===== src/bpq_pkg.sv =====
// Shared types and command codes for the bucketed priority queue.
// No dependencies; every other file in src imports this package.
package bpq_pkg;

  typedef enum logic [1:0] {
    CMD_ENQ  = 2'd0,
    CMD_DEQ  = 2'd1,
    CMD_PEEK = 2'd2
  } bpq_cmd_e;

  // One request beat.
  typedef struct packed {
    logic [1:0]  cmd;
    logic [3:0]  priority_req;
    logic [15:0] tag;
  } bpq_req_t;

  // One response beat.
  typedef struct packed {
    logic        ok;
    logic [15:0] out_tag;
    logic [3:0]  out_priority;
    logic [6:0]  count;
    logic        empty_res;
  } bpq_rsp_t;

  // State updates decided by the command decoder for one beat.
  typedef struct packed {
    logic enq;
    logic deq;
  } bpq_op_t;

endpackage


===== src/bpq_node_mem.sv =====
// Entry storage: per-slot link to the next slot of the same level and the tag.
// One write port, one registered read port with write-through; uses bpq_pkg.
module bpq_node_mem
  import bpq_pkg::*;
#(
  parameter int CAPACITY = 64,
  parameter int TAG_BITS = 16
) (
  input  logic                        clk_i,
  input  logic                        we_i,
  input  logic [$clog2(CAPACITY)-1:0] wr_slot_i,
  input  logic [$clog2(CAPACITY)-1:0] wr_link_i,
  input  logic [TAG_BITS-1:0]         wr_tag_i,
  input  logic [$clog2(CAPACITY)-1:0] rd_slot_i,
  output logic [$clog2(CAPACITY)-1:0] rd_link_o,
  output logic [TAG_BITS-1:0]         rd_tag_o
);

  localparam int SlotW = $clog2(CAPACITY);

  logic [SlotW-1:0]    link_mem [CAPACITY];
  logic [TAG_BITS-1:0] tag_mem  [CAPACITY];
  logic [SlotW-1:0]    rd_link_q;
  logic [TAG_BITS-1:0] rd_tag_q;

  always_ff @(posedge clk_i) begin
    if (we_i) begin
      link_mem[wr_slot_i] <= wr_link_i;
      tag_mem[wr_slot_i]  <= wr_tag_i;
    end
    // A write to the slot being fetched wins over the old contents.
    if (we_i && (wr_slot_i == rd_slot_i)) begin
      rd_link_q <= wr_link_i;
      rd_tag_q  <= wr_tag_i;
    end else begin
      rd_link_q <= link_mem[rd_slot_i];
      rd_tag_q  <= tag_mem[rd_slot_i];
    end
  end

  assign rd_link_o = rd_link_q;
  assign rd_tag_o  = rd_tag_q;

endmodule


===== src/bpq_free_stack.sv =====
// Free-slot stack with entry count and a prefetched top of stack.
// Entries above the high-water mark read as their own index; uses bpq_pkg.
module bpq_free_stack
  import bpq_pkg::*;
#(
  parameter int CAPACITY = 64
) (
  input  logic                          clk_i,
  input  logic                          rst_ni,
  input  bpq_op_t                       op_i,
  input  logic [$clog2(CAPACITY)-1:0]   push_slot_i,
  output logic [$clog2(CAPACITY)-1:0]   top_slot_o,
  output logic [$clog2(CAPACITY+1)-1:0] count_q_o,
  output logic [$clog2(CAPACITY+1)-1:0] count_d_o
);

  localparam int SlotW = $clog2(CAPACITY);
  localparam int CntW  = $clog2(CAPACITY + 1);

  logic [SlotW-1:0] stack_mem [CAPACITY];
  logic [CntW-1:0]  count_q, count_d;
  logic [CntW-1:0]  peak_q, peak_d;
  logic [SlotW-1:0] top_q;
  logic [CntW-1:0]  wr_pos, rd_pos;
  logic [CntW:0]    count_inc;
  logic             fresh;

  always_comb begin
    count_d = count_q;
    if (op_i.enq) begin
      count_d = count_q + CntW'(1);
    end else if (op_i.deq) begin
      count_d = count_q - CntW'(1);
    end
    peak_d = (count_d > peak_q) ? count_d : peak_q;
  end

  // A dequeue pushes at CAPACITY-count, which is exactly the next read position.
  assign wr_pos    = CntW'(CAPACITY) - count_q;
  assign rd_pos    = CntW'(CAPACITY - 1) - count_d;
  assign count_inc = {1'b0, count_d} + (CntW + 1)'(1);
  // Positions the count has never come back down through were never written.
  assign fresh     = count_inc > {1'b0, peak_d};

  always_ff @(posedge clk_i) begin
    if (op_i.deq) begin
      stack_mem[wr_pos[SlotW-1:0]] <= push_slot_i;
    end
  end

  always_ff @(posedge clk_i or negedge rst_ni) begin
    if (!rst_ni) begin
      count_q <= '0;
      peak_q  <= '0;
      top_q   <= SlotW'(CAPACITY - 1);
    end else begin
      count_q <= count_d;
      peak_q  <= peak_d;
      if (op_i.deq) begin
        top_q <= push_slot_i;
      end else if (fresh) begin
        top_q <= rd_pos[SlotW-1:0];
      end else begin
        top_q <= stack_mem[rd_pos[SlotW-1:0]];
      end
    end
  end

  assign top_slot_o = top_q;
  assign count_q_o  = count_q;
  assign count_d_o  = count_d;

endmodule


===== src/bpq_level_tbl.sv =====
// Per-level head slots and non-empty flags, lowest non-empty level encoder,
// and the registered front slot of the queue; uses bpq_pkg.
module bpq_level_tbl
  import bpq_pkg::*;
#(
  parameter int LEVELS   = 16,
  parameter int CAPACITY = 64
) (
  input  logic                        clk_i,
  input  logic                        rst_ni,
  input  bpq_op_t                     op_i,
  input  logic [$clog2(LEVELS)-1:0]   enq_level_i,
  input  logic [$clog2(CAPACITY)-1:0] enq_slot_i,
  input  logic [$clog2(CAPACITY)-1:0] deq_link_i,
  output logic [$clog2(CAPACITY)-1:0] enq_link_o,
  output logic                        any_o,
  output logic [$clog2(LEVELS)-1:0]   first_o,
  output logic [$clog2(CAPACITY)-1:0] front_slot_o,
  output logic [$clog2(CAPACITY)-1:0] front_slot_d_o
);

  localparam int LvlW  = $clog2(LEVELS);
  localparam int SlotW = $clog2(CAPACITY);

  logic [SlotW-1:0]  head_q [LEVELS];
  logic [SlotW-1:0]  head_d [LEVELS];
  logic [LEVELS-1:0] nonempty_q, nonempty_d;
  logic [LvlW-1:0]   first_q, first_d;
  logic [SlotW-1:0]  front_slot_q, front_slot_d;

  always_comb begin
    head_d     = head_q;
    nonempty_d = nonempty_q;
    if (op_i.enq) begin
      head_d[enq_level_i]     = enq_slot_i;
      nonempty_d[enq_level_i] = 1'b1;
    end else if (op_i.deq) begin
      // A slot linked to itself is the last one of its level.
      if (deq_link_i == front_slot_q) begin
        nonempty_d[first_q] = 1'b0;
      end else begin
        head_d[first_q] = deq_link_i;
      end
    end
  end

  always_comb begin
    first_d = '0;
    for (int i = LEVELS - 1; i >= 0; i--) begin
      if (nonempty_d[i]) begin
        first_d = LvlW'(i);
      end
    end
    front_slot_d = head_d[first_d];
  end

  assign enq_link_o = nonempty_q[enq_level_i] ? head_q[enq_level_i] : enq_slot_i;

  always_ff @(posedge clk_i) begin
    head_q       <= head_d;
    front_slot_q <= front_slot_d;
  end

  always_ff @(posedge clk_i or negedge rst_ni) begin
    if (!rst_ni) begin
      nonempty_q <= '0;
      first_q    <= '0;
    end else begin
      nonempty_q <= nonempty_d;
      first_q    <= first_d;
    end
  end

  assign any_o          = |nonempty_q;
  assign first_o        = first_q;
  assign front_slot_o   = front_slot_q;
  assign front_slot_d_o = front_slot_d;

endmodule


===== src/bucketed_priority_queue_top.sv =====
// Bucketed priority queue: command decode, state update and response buffer.
// Instantiates bpq_level_tbl, bpq_node_mem and bpq_free_stack; uses bpq_pkg.
//
// Usage:
//   Requests arrive on in_valid_i / in_data_i and are taken at a clock edge
//   where in_valid_i is high and in_stall_o is low. Each request beat yields
//   exactly one response beat on out_valid_o / out_data_o, taken when
//   out_stall_i is low. Enqueue stores a tag at its level (newest first within
//   a level), dequeue removes and peek returns the front entry of the lowest
//   non-empty level. Every response carries the count and empty flag.
//   Each response is registered before it is shown on out_data_o.
//   Throughput is one command per cycle while in_stall_o is low; the front
//   entry of the queue and the free-stack top are prefetched from memory.
//   Responses pass through a two-entry buffer, so one more request is taken
//   while a response waits; in_stall_o rises only when both entries are full.
//   Reset empties the queue at once; no clearing pass is needed. Commands are
//   never dropped while the receiver stalls.
module bucketed_priority_queue_top
  import bpq_pkg::*;
#(
  parameter int LEVELS   = 16,
  parameter int CAPACITY = 64,
  parameter int TAG_BITS = 16
) (
  input  logic     clk_i,
  input  logic     rst_ni,
  input  logic     in_valid_i,
  output logic     in_stall_o,
  input  bpq_req_t in_data_i,
  output logic     out_valid_o,
  input  logic     out_stall_i,
  output bpq_rsp_t out_data_o
);

  localparam int LvlW  = $clog2(LEVELS);
  localparam int SlotW = $clog2(CAPACITY);
  localparam int CntW  = $clog2(CAPACITY + 1);

  logic                accept;
  bpq_op_t             op;
  bpq_rsp_t            rsp;
  logic                full;
  logic                in_range;
  logic [LvlW+3:0]     prio_wide;
  logic [LvlW-1:0]     enq_level;
  logic [LvlW+3:0]     first_wide;
  logic [TAG_BITS+15:0] tag_in_wide;
  logic [TAG_BITS+15:0] tag_out_wide;
  logic [CntW+6:0]     count_wide;

  logic [SlotW-1:0]    enq_link, front_slot, front_slot_d, free_slot;
  logic [SlotW-1:0]    front_link;
  logic [TAG_BITS-1:0] front_tag;
  logic                any;
  logic [LvlW-1:0]     first;
  logic [CntW-1:0]     count_q, count_d;

  logic     out_valid_q, skid_valid_q;
  bpq_rsp_t out_data_q, skid_data_q;
  logic     out_fire;

  assign accept = in_valid_i && !skid_valid_q;

  assign prio_wide    = {{LvlW{1'b0}}, in_data_i.priority_req};
  assign enq_level    = prio_wide[LvlW-1:0];
  assign in_range     = 32'(in_data_i.priority_req) < 32'(LEVELS);
  assign full         = count_q == CntW'(CAPACITY);
  assign first_wide   = {4'b0, first};
  assign tag_in_wide  = {{TAG_BITS{1'b0}}, in_data_i.tag};
  assign tag_out_wide = {16'b0, front_tag};
  assign count_wide   = {7'b0, count_d};

  always_comb begin
    op               = '0;
    rsp.ok           = 1'b0;
    rsp.out_tag      = '0;
    rsp.out_priority = '0;
    unique case (in_data_i.cmd) inside
      CMD_ENQ: begin
        if (!full && in_range) begin
          op.enq = accept;
          rsp.ok = 1'b1;
        end
      end
      CMD_DEQ, CMD_PEEK: begin
        if (any) begin
          op.deq           = accept && (in_data_i.cmd == CMD_DEQ);
          rsp.ok           = 1'b1;
          rsp.out_tag      = tag_out_wide[15:0];
          rsp.out_priority = first_wide[3:0];
        end
      end
      default: begin
      end
    endcase
    rsp.count     = count_wide[6:0];
    rsp.empty_res = count_d == '0;
  end

  bpq_level_tbl #(
    .LEVELS  (LEVELS),
    .CAPACITY(CAPACITY)
  ) u_level_tbl (
    .clk_i         (clk_i),
    .rst_ni        (rst_ni),
    .op_i          (op),
    .enq_level_i   (enq_level),
    .enq_slot_i    (free_slot),
    .deq_link_i    (front_link),
    .enq_link_o    (enq_link),
    .any_o         (any),
    .first_o       (first),
    .front_slot_o  (front_slot),
    .front_slot_d_o(front_slot_d)
  );

  bpq_node_mem #(
    .CAPACITY(CAPACITY),
    .TAG_BITS(TAG_BITS)
  ) u_node_mem (
    .clk_i    (clk_i),
    .we_i     (op.enq),
    .wr_slot_i(free_slot),
    .wr_link_i(enq_link),
    .wr_tag_i (tag_in_wide[TAG_BITS-1:0]),
    .rd_slot_i(front_slot_d),
    .rd_link_o(front_link),
    .rd_tag_o (front_tag)
  );

  bpq_free_stack #(
    .CAPACITY(CAPACITY)
  ) u_free_stack (
    .clk_i      (clk_i),
    .rst_ni     (rst_ni),
    .op_i       (op),
    .push_slot_i(front_slot),
    .top_slot_o (free_slot),
    .count_q_o  (count_q),
    .count_d_o  (count_d)
  );

  // Two-entry response buffer; the skid entry drains into the output first.
  assign out_fire = out_valid_q && !out_stall_i;

  always_ff @(posedge clk_i or negedge rst_ni) begin
    if (!rst_ni) begin
      out_valid_q  <= 1'b0;
      skid_valid_q <= 1'b0;
    end else begin
      if (skid_valid_q) begin
        if (out_fire) begin
          out_valid_q  <= 1'b1;
          skid_valid_q <= 1'b0;
        end
      end else if (accept) begin
        if (!out_valid_q || out_fire) begin
          out_valid_q <= 1'b1;
        end else begin
          skid_valid_q <= 1'b1;
        end
      end else if (out_fire) begin
        out_valid_q <= 1'b0;
      end
    end
  end

  always_ff @(posedge clk_i) begin
    if (skid_valid_q) begin
      if (out_fire) begin
        out_data_q <= skid_data_q;
      end
    end else if (accept) begin
      if (!out_valid_q || out_fire) begin
        out_data_q <= rsp;
      end else begin
        skid_data_q <= rsp;
      end
    end
  end

  assign in_stall_o  = skid_valid_q;
  assign out_valid_o = out_valid_q;
  assign out_data_o  = out_data_q;

endmodule

===== config.mk =====
export PLATFORM = sky130hd
export DESIGN_NAME = bucketed_priority_queue_top
export DESIGN_NICKNAME = d
export VERILOG_FILES = /design/src/bpq_pkg.sv /design/src/bpq_node_mem.sv /design/src/bpq_free_stack.sv /design/src/bpq_level_tbl.sv /design/src/bucketed_priority_queue_top.sv
export SDC_FILE = /design/constraint.sdc
export NUM_CORES = 2
export LEC_CHECK = 0
export BUFFER_PORTS_ARGS = -buffer_cell sky130_fd_sc_hd__buf_2
export CORE_AREA = 8 8 386 388
export CTS_BUF_LIST = sky130_fd_sc_hd__clkbuf_4 sky130_fd_sc_hd__clkbuf_8 sky130_fd_sc_hd__clkbuf_16
export DETAILED_ROUTE_END_ITERATION = 8
export DIE_AREA = 0 0 394 396
export GPL_TIMING_DRIVEN = 1
export PLACE_DENSITY = 0.72
export RECOVER_POWER = 50
export SLEW_MARGIN = 20
export SYNTH_ARGS = -nofsm -noshare
export SYNTH_HDL_FRONTEND = slang
export SYNTH_SLANG_ARGS = --single-unit

===== constraint.sdc =====
create_clock -name clk_i -period 7.2 [get_ports clk_i]
set_input_delay 0.72 -clock clk_i [delete_from_list [all_inputs] [get_ports clk_i]]
set_output_delay 0.72 -clock clk_i [all_outputs]
set_load 0.01 [all_outputs]

-- Word level (Yosys, flattened, before mapping)
Memory sizes are Yosys's and may differ from the RTL's. A register that Yosys moved wholly into a read port is not among the register bits.
Cells that the tools add are included.
- bits in registers: 202
- latch bits: 0
- memory bits (writable): 1792
- bits in read-only memories: 0
- input port bits: 26
- output and inout bits: 31
- logic and storage cells: 159
- memories kept: 3
- add/sub/neg operators: 5
- $mul: 0
- divide/modulo/power cells: 0
- $lt $le $gt $ge: 11
- equality and inequality tests: 6
- shift operators: 0
- multiplexer cells: 71
- bitwise operators: 8
- reduce and logical (&&, ||, !) cells: 21
- memories (name ; words ; width ; read ports ; clocked after Yosys merged registers in ; wr ports ; line ; text):
    u_node_mem.tag_mem ; 64 ; 16 ; 1 ; 1 ; 1 ; bpq_node_mem.sv:22 ; logic [TAG_BITS-1:0] tag_mem [CAPACITY];
    u_free_stack.stack_mem ; 64 ; 6 ; 1 ; 0 ; 1 ; bpq_free_stack.sv:20 ; logic [SlotW-1:0] stack_mem [CAPACITY];
    u_node_mem.link_mem ; 64 ; 6 ; 1 ; 1 ; 1 ; bpq_node_mem.sv:21 ; logic [SlotW-1:0] link_mem [CAPACITY];
- operators by type and width (kind ; count):
    2-to-1 mux 96 bit ; 3
    bitwise mux 96 bit ; 2
    2-to-1 mux 29 bit ; 4
    2-to-1 mux 4 bit ; 16
    2-to-1 mux 6 bit ; 9
    binary-select mux 6 bit (select 4 bit) ; 2
    demux 6 bit (select 4 bit) ; 2
    2-to-1 mux 16 bit ; 3
    2-to-1 mux 1 bit ; 21
    2-to-1 mux 21 bit ; 1
    2-to-1 mux 7 bit ; 3
    2-to-1 mux 20 bit ; 1
    bitwise AND 16 bit ; 1
    inverter 16 bit ; 1
    bitwise OR 16 bit ; 1
    OR reduction 16 bit ; 1
    >= comparator 5 bit, second input constant ; 3
    inverter 4 -> 5 bit ; 3
    < comparator 4 x 5 -> 1 bit, second input constant ; 2
    < comparator 5 x 1 -> 1 bit, second input constant ; 2
    AND reduction 3 bit ; 3
    adder 7 x 1 -> 8 bit, second input constant ; 1
    demux 1 bit (select 4 bit) ; 2
    >= comparator 4 x 1 -> 1 bit, second input constant ; 2
    other kinds (22) ; 33

-- Longest topological paths before layout
- depth in word-level cells: 29
- mapped depth: 41
- gate-level depth less buffers: 34

-- Modules after synthesis
A second synthesis with hierarchy kept.
- cells, all modules: 4649
- area, all modules: 82933.3 um^2
- modules (own cells, without submodules) (module ; instances ; cells each ; area each (um^2) ; sequential area each (um^2)):
    bpq_node_mem ; 1 ; 2435 ; 53960.5 ; 42400.7
    bpq_free_stack ; 1 ; 1118 ; 17673.2 ; 12039.0
    bpq_level_tbl ; 1 ; 953 ; 8818.5 ; 2542.4
    bucketed_priority_queue_top ; 1 ; 143 ; 2481.1 ; 1791.7

-- Least setup slack after synthesis
Ideal clock, no wire load.
- path kind: register -> register
- start point: register u_free_stack.count_q[0] (netlist: u_free_stack.count_q_o[0])
- end point: register u_free_stack.top_q[5] (netlist: u_free_stack.top_slot_o[5])
- library setup time: 0.081 ns
- arrival: 7.070 ns
- data required time: 7.119 ns
- setup slack: 0.049 ns
- stages on the path, launching flop included: 42
- path buffers: 7
- period minus slack after synthesis: 7.151 ns
- cell sequence: dfrtp_1 > clkbuf_1 > inv_1 > ha_1 > nand2b_1 > or3_1 > and3_1 > clkbuf_1 > clkbuf_1 > nor2_1 > a22oi_1 > xor2_1 > inv_1 > clkbuf_1 > buf_1 > clkbuf_1 > ha_1 > o21a_1 > [... 6 more ...] > o21a_1 > clkbuf_1 > mux2i_1 > ha_1 > nor2b_1 > o21a_1 > o21ai_0 > nand2b_1 > a21oi_1 > nor2b_1 > o21ai_0 > inv_1 > o22ai_1 > inv_1 > a31oi_1 > a21oi_1 > a311o_1 > o21ai_0
- word-level cells in the longest chain between the ends: 9
- elaborated cells between the ends (all ways): 15
- those cells by class: add/sub: 4; order compare: 2; eq/ne: 1; mux: 7; memory: 1
- ends and longest elaborated chain (what ; line ; text):
    start, declared ; bpq_free_stack.sv:21 ; logic [CntW-1:0] count_q, count_d;
    start signal, assigned ; bpq_free_stack.sv:57 ; count_q <= count_d;
    branches (longest 3 deep; another with subtractor 7 x 1 -> 7 bit) ; - ;
    2-to-1 mux 7 bit * ; bpq_free_stack.sv:30 ; if (op_i.enq) begin
    net count_d[2] ; bucketed_priority_queue_top.sv:56 ; logic [CntW-1:0] count_q, count_d;
    branches (longest 3 deep; another with subtractor 6 bit) ; - ;
    2-to-1 mux 6 bit * ; bpq_free_stack.sv:61 ; end else if (fresh) begin
    2-to-1 mux 6 bit * ; bpq_free_stack.sv:59 ; if (op_i.deq) begin
    end signal, assigned ; bpq_free_stack.sv:60 ; top_q <= push_slot_i;
    end signal, assigned ; bpq_free_stack.sv:62 ; top_q <= rd_pos[SlotW-1:0];
    end signal, assigned ; bpq_free_stack.sv:64 ; top_q <= stack_mem[rd_pos[SlotW-1:0]];
    end, declared ; bpq_free_stack.sv:23 ; logic [SlotW-1:0] top_q;
Mark *: on every way through the listed nets, which the timed path passes.
A chain may end at the register's enable or synchronous reset.

-- Final worst setup path
- start point: register u_level_tbl.front_slot_q[4] (netlist: u_level_tbl.front_slot_o[4])
- end point: register u_level_tbl.front_slot_q[5] (netlist: u_level_tbl.front_slot_o[5])
- elaborated cells between the ends (all ways): 27
- those cells by class: eq/ne: 1; mux: 25; bitwise: 1
- RTL lines (what ; line ; text):
    start, declared ; bpq_level_tbl.sv:29 ; logic [SlotW-1:0] front_slot_q, front_slot_d;
    start signal, assigned ; bpq_level_tbl.sv:61 ; front_slot_q <= front_slot_d;
    == test 6 bit ; bpq_level_tbl.sv:39 ; if (deq_link_i == front_slot_q) begin
    2-to-1 mux 16 bit ; bpq_level_tbl.sv:39 ;
    2-to-1 mux 16 bit ; bpq_level_tbl.sv:37 ; end else if (op_i.deq) begin
    2-to-1 mux 16 bit ; bpq_level_tbl.sv:34 ; if (op_i.enq) begin
    net u_level_tbl.nonempty_d[14] ; bpq_level_tbl.sv:27 ; logic [LEVELS-1:0] nonempty_q, nonempty_d;
    2-to-1 mux 4 bit (15 in series) ; bpq_level_tbl.sv:50 ; if (nonempty_d[i]) begin
    inverter 4 -> 5 bit (implied by the code) ; bpq_level_tbl.sv:54 ; front_slot_d = head_d[first_d];
    binary-select mux 6 bit (select 4 bit) ; bpq_level_tbl.sv:54 ;
    2-to-1 mux 6 bit (implied by the code) (2 in series) ; bpq_level_tbl.sv:54 ;
    net front_slot_d[5] ; bucketed_priority_queue_top.sv:51 ; logic [SlotW-1:0] enq_link, front_slot, front_slot_d, free_slot;
The timed path passes the listed nets, and every way through them passes these cells. The select of a mux whose other input is x is not followed.

==> flow_summary.toml <==
[worst_setup_path]
crit_family = "compound AO/OA/AOI/OAI gates"
worstSetupEndpointType = "flop"
worstSetupPathDepth = 16
cp_slowest_cell = "dfxtp_1"
critPathBufInv = 2
max_stage_delay_ns = 1.61
cp_max_fo = 48
worstPathArrival_ns = 7.50
start_kind = "flop"
reg2reg_depth = 16
crit_required_ns = 7.89
worstPathCellList = "clkinv_1 -> nor3b_1 -> a31oi_1 -> o211ai_1 -> a32oi_4 -> xor2_2 -> o211a_1 -> a41oi_1 -> o311ai_1 -> a211oi_2 -> o21ai_4 -> buf_12 -> mux2i_1 -> o32ai_1 -> a311o_1 -> a211o_1"
critPathKind = "flop to flop"

[synthesis]
post_synth_xor_area_fraction_pct = 0.215
synth_top_family_by_area = "multiplexers"
synth_fa_ha_area_share_pct = 0.325
synth_area_leader_cell = "edfxtp_1"
synth-simple-area-share_pct = 5.64
syn_inst = 4530
synth_nets = 4577
synthFlopType = "edfxtp_1"
yosys_register_bits = 1994
synth_mux_area_share_pct = 14.7
synth_most_common_cell = "edfxtp_1"
synth_top_area_share_pct = 68.8
yosys.cell_types.count = 102
synth_compound_area_share_pct = 4.72
synth_seq_area_share_pct = 72.6
synth-edff-count = 1850
synth_common_cells = "edfxtp_1 (1850), mux4_2 (439), nand2_1 (401), nor2_1 (339), clkbuf_1 (175)"
synthesis.area_mm2 = 0.0808
synth.avg_cell_area_um2 = 17.8
async_reset_ff_share_pct = 2.11
synth.area.top_cells = "edfxtp_1 (69%), mux4_2 (12%), dfxtp_1 (2.5%), nand2_1 (1.9%), mux2i_1 (1.8%)"
synth_warnings = 0

[final_layout]
finalNonFillerCells = 6719
syn_to_final_growth_pct = 11.1
drive_gt1_share_pct = 21.6
nets = 4701

[global_routing]
grt_pass1_wl_mm = 300
globalRoute.totalOverflow = 0
track_usage_pct = 25.9
grt_pass1_vias = 44000
grt_max_degree = 179
antenna_found_initial = 8

[worst_hold_path]
hold_depth = 3
hold_class = "input pin to flop"

[timing]
fmax_ghz = 0.147
fin_setup_tns_ns = 0
hold_viol = 0
finalCritPeriodShare_pct = 94.6
min_period_ns = 6.81
skew_ns = 0.0364
maxSlewHeadroom_pct = -102
rsz0062_at_grt = "false"
setup_viol = 0
fin_hold_ws_ns = 0.208
drv_slew = 1494
worst_pin_slew_ns = 3.03

[die]
io_pins = 57
dieArea_mm2 = 0.156
dieHeight_um = 396
rows = 139
start_util_pct = 56.6
die_width_um = 394
core_mm2 = 0.143

[status]
status = "finished, violations left"
violations = "max-capacitance violations, max-slew violations"

[detailed_routing]
drt_first_pass_iters = 9
drtIter0Drc = 5488
wl_per_cell_um = 30.8
ant_nets = 0
viasPerCell = 6.64
drc = 0
drt_wl_total_mm = 207
vias = 44600

[clocking]
clk_latency_ns = 0.81
path_clk_slew_ns = 0.06
cts.sinks = 1994
htree_levels = 4
cts_tree = "built"
cts_setup_buffers = 0
root_buffer = "clkbuf_16"
cts_buffer_depth = 3
numCtsBuffers = 191

[power]
p_leak_nw = 29.1
vdd_drop_max_mv = 0.543
power_density_mw_per_mm2 = 414

[placement]
dp_cells = 6362
dp.final_hpwl_mm = 116
gp_congestion = 0.917
port_buffers = 56

[flow_run]
maxCapViolations = 33
## registers in the layout, summed over array words and instances (netlist names), 4 cells and up
signal / cells
u_node_mem.link_mem: 384
u_level_tbl.first_o: 4
u_level_tbl.head_q: 96
u_level_tbl.nonempty_q: 16
u_free_stack.peak_q: 7
u_free_stack.top_slot_o: 6
u_free_stack.stack_mem: 384
u_node_mem.tag_mem: 1024
u_level_tbl.front_slot_o: 6
skid_data_q: 29
u_free_stack.count_q_o: 7
out_data_o: 29
## per-stage QoR
stage / instance area [um^2] / utilization [%] / worst slack (ns) / total power [W]
2_1_floorplan: 80800 / - / 0.0494 / 0.0231
3_3_place_gp: 83600 / 58.6 / 0.415 / 0.0271
3_5_place_dp: 83600 / 58.6 / 0.268 / 0.0273
4_1_cts: 89900 / 63.0 / 0.369 / 0.0372
5_1_grt: 89700 / 62.8 / 0.0834 / 0.0384
6_report: 89700 / 62.8 / 0.388 / 0.0372
## power by group
| group | switching [W] | internal (W) | leakage, nW | total (W) |
|---|---|---|---|---|
| clock network | 0.00426 | 0.00571 | 3.13 | 0.00997 |
| registers | 0.000713 | 0.0140 | 18.0 | 0.0147 |
| logic | 0.00769 | 0.00480 | 7.92 | 0.0125 |
## what timing repair did
item | in CTS | in global routing
resized for setup | 0 | 3
endpoints found under the setup margin | 0 | 6
endpoints found under the hold margin | 0 | 36
hold buffers | 0 | 1
## worst reg2reg max path: stages (launching register included)
cell,delay [ns]
dfxtp_1,1.61
clkinv_1,1.02
nor3b_1,0.38
a31oi_1,0.09
o211ai_1,0.22
a32oi_4,0.20
xor2_2,0.23
o211a_1,0.57
a41oi_1,0.30
o311ai_1,0.39
a211oi_2,0.17
o21ai_4,0.20
buf_12,0.33
mux2i_1,0.36
o32ai_1,0.12
a311o_1,0.29
a211o_1,0.22
## final cells by class
cell class / instances / area (um^2)
Sequential cell: 1994 / 58700
Fill cell: 9770 / 53100
Multi-Input combinational cell: 2202 / 20900
Clock buffer: 251 / 5320
Tap cell: 1903 / 2380
Timing Repair Buffer: 197 / 1290
Clock inverter: 101 / 931
Inverter: 68 / 263
Antenna cell: 3 / 7.51
## placed cells by master (no fill, tap or decap), types with 12 or more instances in the layout
master     instances
edfxtp_1        1850
mux4_2           439
nand2_1          401
nor2_1           285
clkbuf_16        196
mux2i_1          143
buf_4            102
dfxtp_1           99
a21oi_1           80
clkbuf_1          76
and3_1            69
a211oi_1          61
nand3_1           60
inv_1             59
a311oi_1          56
clkbuf_4          55
nor2_2            52
o21ai_0           47
clkinv_1          43
a22oi_1           42
mux2_2            40
a31oi_1           35
dfrtp_1           35
clkinv_2          33
and2_1            30
a221oi_1          27
nor2b_1           23
nor3_1            22
ha_1              21
nand2b_1          17
o22ai_1           17
o221a_2           15
bufinv_16         14
o31ai_1           13
or3_1             12
nor4_1            12
## cell families (layout without fill, tap and decap cells)
group | count (synthesis) | count (layout)
AO/OA/AOI/OAI | 507 | 507
XOR/XNOR | 19 | 19
adder cells (fa/ha/maj) | 21 | 21
buffers and inverters | 334 | 617
flip-flops | 1994 | 1994
multiplexers | 627 | 627
other | 0 | 3
AND/OR/NAND/NOR | 1028 | 1028
## path summary, 6_finish.rpt
path,start,to,slack [ns]
max,u_level_tbl.front_slot_o[4]$_DFF_P_,u_level_tbl.front_slot_o[5]$_DFF_P_,0.39
min,out_stall_i,in_stall_o$_DFF_PN0_,0.21
max reg2reg,u_level_tbl.front_slot_o[4]$_DFF_P_,u_level_tbl.front_slot_o[5]$_DFF_P_,0.39
min reg2reg,u_level_tbl.head_q[17]$_DFF_P_,u_level_tbl.head_q[17]$_DFF_P_,0.48
max in group asynchronous,rst_ni,in_stall_o$_DFF_PN0_,4.11
min in group asynchronous,rst_ni,in_stall_o$_DFF_PN0_,1.35
## layer usage
layer	vias up	global-route usage, %	wire (um)
met5	-	0	41
li1	18500	-	-
met3	538	5.15	19400
met4	6	10.2	9290
met1	23000	35.3	79300
met2	2585	41.6	98800
No activity file was read; power rests on OpenSTA's default activity.
